File: src/hdl/trtc_pkg.sv
// ----------------------------------------------------------------------------
// Triggered ring trace capture - package
// Sizes, codes, item layouts and channel helpers shared by the design.
// ----------------------------------------------------------------------------
package trtc_pkg;

    localparam int PARTS    = 8;
    localparam int PORTS    = 4;
    localparam int JOINTS   = 8;
    localparam int DEPTH    = 1024;
    localparam int CHANNELS = PARTS * PORTS * JOINTS;
    localparam int TOTAL_ENTRIES = CHANNELS * DEPTH;

    localparam int PART_W  = (PARTS > 1) ? $clog2(PARTS) : 1;
    localparam int PORT_W  = (PORTS > 1) ? $clog2(PORTS) : 1;
    localparam int JOINT_W = (JOINTS > 1) ? $clog2(JOINTS) : 1;
    localparam int CHAN_W  = (CHANNELS > 1) ? $clog2(CHANNELS) : 1;
    localparam int SLOT_W  = $clog2(DEPTH);
    localparam int ADDR_W  = $clog2(TOTAL_ENTRIES);

    localparam int ENTRY_W = 33;
    localparam logic [ENTRY_W-1:0] NODATA_ENTRY = {1'b1, 32'hFFFF_0000};

    localparam int S_TDATA_W = 64;
    localparam int S_TUSER_W = 3;
    localparam int M_TDATA_W = 40;
    localparam int CFG_IDX_W = 2;
    localparam int CFG_DAT_W = 16;

    localparam logic [2:0] ACT_SAMPLE  = 3'd0;
    localparam logic [2:0] ACT_TICK    = 3'd1;
    localparam logic [2:0] ACT_FREEZE  = 3'd2;
    localparam logic [2:0] ACT_READ    = 3'd3;
    localparam logic [2:0] ACT_RESTART = 3'd4;

    localparam logic [CFG_IDX_W-1:0] REG_ACTIVE_PARTS  = 2'd0;
    localparam logic [CFG_IDX_W-1:0] REG_PORTS_IN_USE  = 2'd1;
    localparam logic [CFG_IDX_W-1:0] REG_JOINTS_IN_USE = 2'd2;
    localparam logic [CFG_IDX_W-1:0] REG_POST_DELAY    = 2'd3;

    typedef struct packed {
        logic [9:0]         read_age;
        logic [7:0]         error_flags;
        logic signed [31:0] sample_value;
        logic [2:0]         joint;
        logic [1:0]         port;
        logic [2:0]         part;
    } trtc_item_t;

    localparam int ITEM_W = $bits(trtc_item_t);

    typedef struct packed {
        logic               status;
        logic [2:0]         trigger_part;
        logic               triggered;
        logic               frozen;
        logic               no_data;
        logic signed [31:0] read_value;
    } trtc_result_t;

    localparam int RES_W = $bits(trtc_result_t);

    typedef struct packed {
        logic              start;
        logic              clear_all;
        logic              set_en;
        logic [CHAN_W-1:0] set_chan;
    } trtc_flag_req_t;

    typedef struct packed {
        logic              wr_en;
        logic [CHAN_W-1:0] chan;
        logic              done;
    } trtc_sweep_t;

    function automatic logic part_enabled(input logic [7:0] mask, input logic [2:0] p);
        return (int'(p) < PARTS) && mask[p];
    endfunction

    function automatic int ports_used(input logic [2:0] n);
        return (int'(n) > PORTS) ? PORTS : int'(n);
    endfunction

    function automatic int joints_used(input logic [3:0] n);
        return (int'(n) > JOINTS) ? JOINTS : int'(n);
    endfunction

endpackage

File: src/hdl/trtc_sweep.sv
// ----------------------------------------------------------------------------
// Triggered ring trace capture - period flags and channel walk
// Tracks which channels got a sample this period and walks the channel
// positions at period end, naming each in-use one that still needs a no-data mark.
// ----------------------------------------------------------------------------
module trtc_sweep (
    input  logic                    aclk,
    input  logic                    aresetn,
    input  trtc_pkg::trtc_flag_req_t req,
    input  logic [7:0]              active_parts,
    input  logic [2:0]              ports_in_use,
    input  logic [3:0]              joints_in_use,
    output trtc_pkg::trtc_sweep_t   sweep
);
    import trtc_pkg::*;

    logic [CHANNELS-1:0] written_reg;
    logic                active_reg;
    logic [PART_W-1:0]   part_reg;
    logic [PORT_W-1:0]   port_reg;
    logic [JOINT_W-1:0]  joint_reg;

    logic              last_joint;
    logic              last_port;
    logic              last_part;
    logic              in_use;
    logic [CHAN_W-1:0] chan;

    always_comb begin
        last_joint = (int'(joint_reg) + 1) >= joints_used(joints_in_use);
        last_port  = (int'(port_reg) + 1) >= ports_used(ports_in_use);
        last_part  = int'(part_reg) == PARTS - 1;
        chan       = CHAN_W'((int'(part_reg) * PORTS + int'(port_reg)) * JOINTS
                             + int'(joint_reg));
        in_use     = part_enabled(active_parts, 3'(part_reg))
                     && (int'(port_reg) < ports_used(ports_in_use))
                     && (int'(joint_reg) < joints_used(joints_in_use));
        sweep.wr_en = active_reg && in_use && !written_reg[chan];
        sweep.chan  = chan;
        sweep.done  = active_reg && last_joint && last_port && last_part;
    end

    always_ff @(posedge aclk) begin
        if (!aresetn) begin
            written_reg <= '0;
            active_reg  <= 1'b0;
            part_reg    <= '0;
            port_reg    <= '0;
            joint_reg   <= '0;
        end else begin
            if (req.clear_all) begin
                written_reg <= '0;
            end else if (req.set_en) begin
                written_reg[req.set_chan] <= 1'b1;
            end
            if (req.start) begin
                active_reg <= 1'b1;
                part_reg   <= '0;
                port_reg   <= '0;
                joint_reg  <= '0;
            end else if (active_reg) begin
                if (last_joint) begin
                    joint_reg <= '0;
                    if (last_port) begin
                        port_reg <= '0;
                        if (last_part) begin
                            active_reg <= 1'b0;
                            part_reg   <= '0;
                        end else begin
                            part_reg <= part_reg + 1'b1;
                        end
                    end else begin
                        port_reg <= port_reg + 1'b1;
                    end
                end else begin
                    joint_reg <= joint_reg + 1'b1;
                end
            end
        end
    end

endmodule

File: config.mk
export PLATFORM = sky130hd
export DESIGN_NAME = trtc_sweep
export DESIGN_NICKNAME = d
export VERILOG_FILES = /design/src/hdl/trtc_pkg.sv /design/src/hdl/trtc_sweep.sv
export SDC_FILE = /design/constraint.sdc
export NUM_CORES = 1
export LEC_CHECK = 0
export BUFFER_PORTS_ARGS = -buffer_cell sky130_fd_sc_hd__clkbuf_2
export CAP_MARGIN = 20
export CORE_AREA = 2 2 162 164
export DETAILED_ROUTE_END_ITERATION = 8
export DIE_AREA = 0 0 164 166
export GPL_ROUTABILITY_DRIVEN = 0
export MAX_ROUTING_LAYER = met4
export PLACE_DENSITY = 0.61
export RECOVER_POWER = 25
export SYNTH_ARGS = -nofsm -noshare
export SYNTH_HDL_FRONTEND = slang
export SYNTH_SLANG_ARGS = --single-unit
File: constraint.sdc
create_clock -name aclk -period 3.25 [get_ports aclk]
set_input_delay 0.65 -clock aclk [delete_from_list [all_inputs] [get_ports aclk]]
set_output_delay 0.65 -clock aclk [all_outputs]
set_load 0.01 [all_outputs]
# After elaboration in Yosys (flattened, before gate mapping)
# Index checks and enable logic that the tools add are counted.
# word_totals
word_cells	54
reg_bits	265
out_inout_bits	10
# classes
n_eq_ne	1
n_lt_le_gt_ge	10
n_reduce_logical	13
n_mux	16
bitwise_logic	2
addsub	7
# op_table
op	count
256-bit bitwise OR	1
4-bit by 32-bit greater-or-equal comparator with 1-bit output	1
5-bit by 32-bit greater-or-equal comparator with 1-bit output	1
8-bit by 9-bit less-than comparator with 1-bit output, second input constant	2
3-bit two-way mux	3
8-bit by 3-bit adder with 8-bit output	1
1-bit binary-select mux with 8-bit select	1
1-bit demux with 8-bit select	1
8-bit by 1-bit greater-or-equal comparator with 1-bit output, second input constant	1
1-bit logical AND	8
1-bit two-way mux	8
3-bit by 1-bit adder with 3-bit output, second input constant	2
5-bit by 2-bit adder with 5-bit output	1
3-bit by 1-bit adder with 4-bit output, second input constant	1
4-bit greater-than comparator, second input constant	1
3-bit by 4-bit less-than comparator with 1-bit output	1
3-bit by 4-bit less-than comparator with 1-bit output, second input constant	1
4-bit two-way mux	1
2-bit OR reduction	2
2-bit by 1-bit adder with 3-bit output, second input constant	1
1-bit binary-select mux with 3-bit select	1
3-bit by 1-bit == test with 1-bit output, second input constant	1
3-bit greater-than comparator, second input constant	1
2-bit by 3-bit less-than comparator with 1-bit output	1
other kinds (6)	6

# Longest topological paths before layout
# depth
ltp_word	7
depth_mapped	11
mapped_depth_nobuf	10

# Least setup slack after synthesis
# Ideal clock, no wire load.
# synth_path
path_type	reg2out
from	register joint_reg[1]
to	output sweep[9] (netlist bit)
stages_incl_launch_ff	12
arrival_ns	2.449
slack_ns	0.151
required_ns	2.600
path_cell_list	dfxtp_1 -> buf_6 -> buf_6 -> buf_2 -> buf_2 -> mux2i_1 -> nand3_1 -> o211ai_1 -> o211ai_1 -> nor4_1 -> nand3_1 -> a211oi_2
# synth_rtl
element	line	source
from (decl)	trtc_sweep.sv:21	logic [JOINT_W-1:0] joint_reg;
from (signal assigned)	trtc_sweep.sv:76	joint_reg <= joint_reg + 1'b1;
to (decl)	trtc_sweep.sv:13	output trtc_pkg::trtc_sweep_t sweep

==> flow_summary.yaml <==
outcome:
  violations: "negative setup slack"
  status: "complete, but fails checks"
clock_network:
  h-tree-depth: 1
  cts_made_buffers: 27
  cts_tree: "built"
  clk_pin_slew_ns: 0.06
  cts_root_buf: "clkbuf_16"
  cts_hold_buffers: 0
  cts_num_sinks: 265
  cts_buffer_depth: 3
  clk_latency_ns: 0.54
die:
  start_util: 0.430
  ios: 38
  placementRows: 59
  die_area_mm2: 0.0272
  die-width_um: 164
  core_mm2: 0.0256
  fp.dieH_um: 166
global_route:
  first_global_vias: 8884
  grt_overflow: 0
  grt_max_degree: 67
  grtUsageTotal: 0.250
  grt_first_pass_wirelength_um: 51100
  antenna_found_initial: 0
sta:
  finalCritPeriodShare: 1.13
  fin_skew_ns: 0.00112
  max-slew-margin-rel: 0.0639
  worst_slew_pin_slew_ns: 1.40
  clock.fmax_ghz: 0.271
  final-setup-viol-count: 2
  slew_violations: 0
  fin_hold_ws_ns: 0.369
  grt_setup_unrepaired: "true"
  hold_violations: 0
  fin_crit_ns: 3.69
  fin_ws_ns: -0.438
min_path:
  hold_end: "active_reg$_SDFF_PN0_"
  min_from: "req[10]"
  hold_depth: 3
  hp-class: "input pin to flop"
synthesis:
  synthArstFlopShare: 0
  synth-edff-count: 0
  synth_area_mm2: 0.0110
  syn_nets: 1254
  synthFlopType: "dfxtp_1"
  synth-seq-cells: 265
  avgSynthCellArea_um2: 9.11
  synth_warnings: 0
  synth_cell_types: 51
  seq_area_frac_synth: 0.481
  syn_inst: 1210
cells_and_area:
  nets: 1322
  final_common_cell: "nor2_1"
  utilization: 0.510
  final_cell_mix: "nor2_1, a21oi_1, dfxtp_1, buf_4, mux4_2"
  final_layout_size_suffix_gt1_frac: 0.193
  syn_to_final_growth_pct: 18.5
  fin_area_mm2: 0.0131
  largest_reg_flops: 256
  n_antenna_cell: 0
  final_cells: 1633
detailed_routing:
  postRouteAntennaNets: 0
  num_vias: 9273
  first_iter_violations: 855
  wl_um: 33300
  drc_errors: 0
  firstDrtPassIters: 5
  via_per_inst: 5.68
  wl_per_cell_um: 20.4
critical_path:
  rrSetupSlack_ns: 0.53
  crit_type: "flop to output port"
  critPathArrivalTime_ns: 3.04
  r2r_cells: 12
  crit_fanout: 7
  worst_setup_path_start_kind: "flop"
  end_kind: "output port"
  cp.required_ns: 2.60
  r2r-end: "port_reg[0]$_SDFFE_PP0P_"
  r2r-start: "joint_reg[0]$_SDFFE_PP0P_"
power:
  irDropWorstVdd_mv: 0.345
  p_per_area_mw_per_mm2: 526
  leakagePower_nw: 4.62
place:
  dp_hpwl_um: 20900
  placedCellCount: 1575
  placed_cell_area_mm2: 0.0120
  numPortBuffers: 37
flow_run:
  drv_cap: 0
==> cells by family after synthesis <==
group	Yosys count	share of synthesized area
adder cells (fa/ha/maj)	16	0.0182
buffers and inverters	103	0.0444
flip-flops	265	0.481
multiplexers	90	0.138
AO/OA/AOI/OAI	318	0.157
AND/OR/NAND/NOR	417	0.161
XOR/XNOR	1	0.000795
==> final cells by class <==
cell class / instances / area (µm²)
inverter: 10 / 45.0
tap: 335 / 419
fill: 2345 / 12600
clock inverter: 12 / 170
multi-input combinational: 842 / 5280
timing repair buffer: 132 / 1050
sequential: 265 / 5320
clock buffer: 37 / 783
==> cells in the mapped netlist, types with 3 or more instances <==
master	n	area (µm²)
a211oi_1	7	52.6
a21boi_0	3	22.5
a21o_1	3	22.5
a21oi_1	268	1340
a31oi_1	3	18.8
and2_0	8	50.1
and2_1	4	25.0
and3_1	3	18.8
buf_2	15	75.1
buf_6	5	56.3
clkbuf_1	66	248
dfxtp_1	265	5310
ha_1	16	200
inv_1	8	30.0
mux2_2	9	101
mux2i_1	33	330
mux4_1	3	78.8
mux4_2	44	991
nand2_1	32	120
nand2b_1	18	113
nand3_1	14	70.1
nand3b_1	4	30.0
nor2_1	290	1090
nor2b_1	6	37.5
nor3_1	21	105
nor4_1	8	50.1
o211ai_1	4	30.0
o21ai_0	8	40.0
o221ai_1	6	52.6
o22ai_1	5	31.3
or3_1	5	31.3
==> worst max-delay path, cell delays in order (launching register included) <==
cell and delay (ns):
dfxtp_4 0.43, buf_12 0.17, buf_12 0.13, mux4_2 0.53, and2_4 0.16, a211oi_2 0.20
nor4_2 0.09, o311a_1 0.37, a211oi_2 0.23, buf_2 0.19
==> power by group <==
group	switching, W	internal, W
clock network	0.00131	0.00200
logic	0.000202	0.0000985
registers	0.00000527	0.00325
total	0.00152	0.00535
==> what timing repair did <==
item / in CTS / in global routing
cloned: 1 / 0
setup buffers: 7 / 1
gates resized for setup: 14 / 11
endpoints found under the setup margin: 2 / 2
pin swaps: 9 / 7
endpoints found under the hold margin: 0 / 0
==> routing by layer <==
metal  vias to the layer above  part of all wire  GRT usage
met3                        83             0.065     0.0430
met2                       365              0.45      0.384
met4                         0             0.035     0.0801
met1                      4440              0.45      0.337
li1                       4385                 -          -
met5                         -                 0          -
==> how the worst max path moves through the flow <==
stage,from,endpoint,cells past startpoint
finish,joint_reg[1]$_SDFFE_PP0P_,sweep[9],9
global route,joint_reg[1]$_SDFFE_PP0P_,sweep[9],10
CTS,joint_reg[1]$_SDFFE_PP0P_,sweep[9],9
detailed placement,joint_reg[0]$_SDFFE_PP0P_,sweep[9],8
global placement,joint_reg[0]$_SDFFE_PP0P_,sweep[9],7
floorplan,joint_reg[1]$_SDFFE_PP0P_,sweep[9],11
==> stage by stage <==
| stage | TNS (ns) | power (W) | worst slack [ns] |
|---|---|---|---|
| 2_1_floorplan | 0 | 0.00350 | 0.151 |
| 3_3_place_gp | -0.0592 | 0.00362 | -0.0592 |
| 3_5_place_dp | -0.0405 | 0.00362 | -0.0405 |
| 4_1_cts | -0.832 | 0.00690 | -0.458 |
| 5_1_grt | -1.03 | 0.00706 | -0.527 |
| 6_report | -0.759 | 0.00687 | -0.438 |
Note: power is estimated with default switching activity, not from simulation.
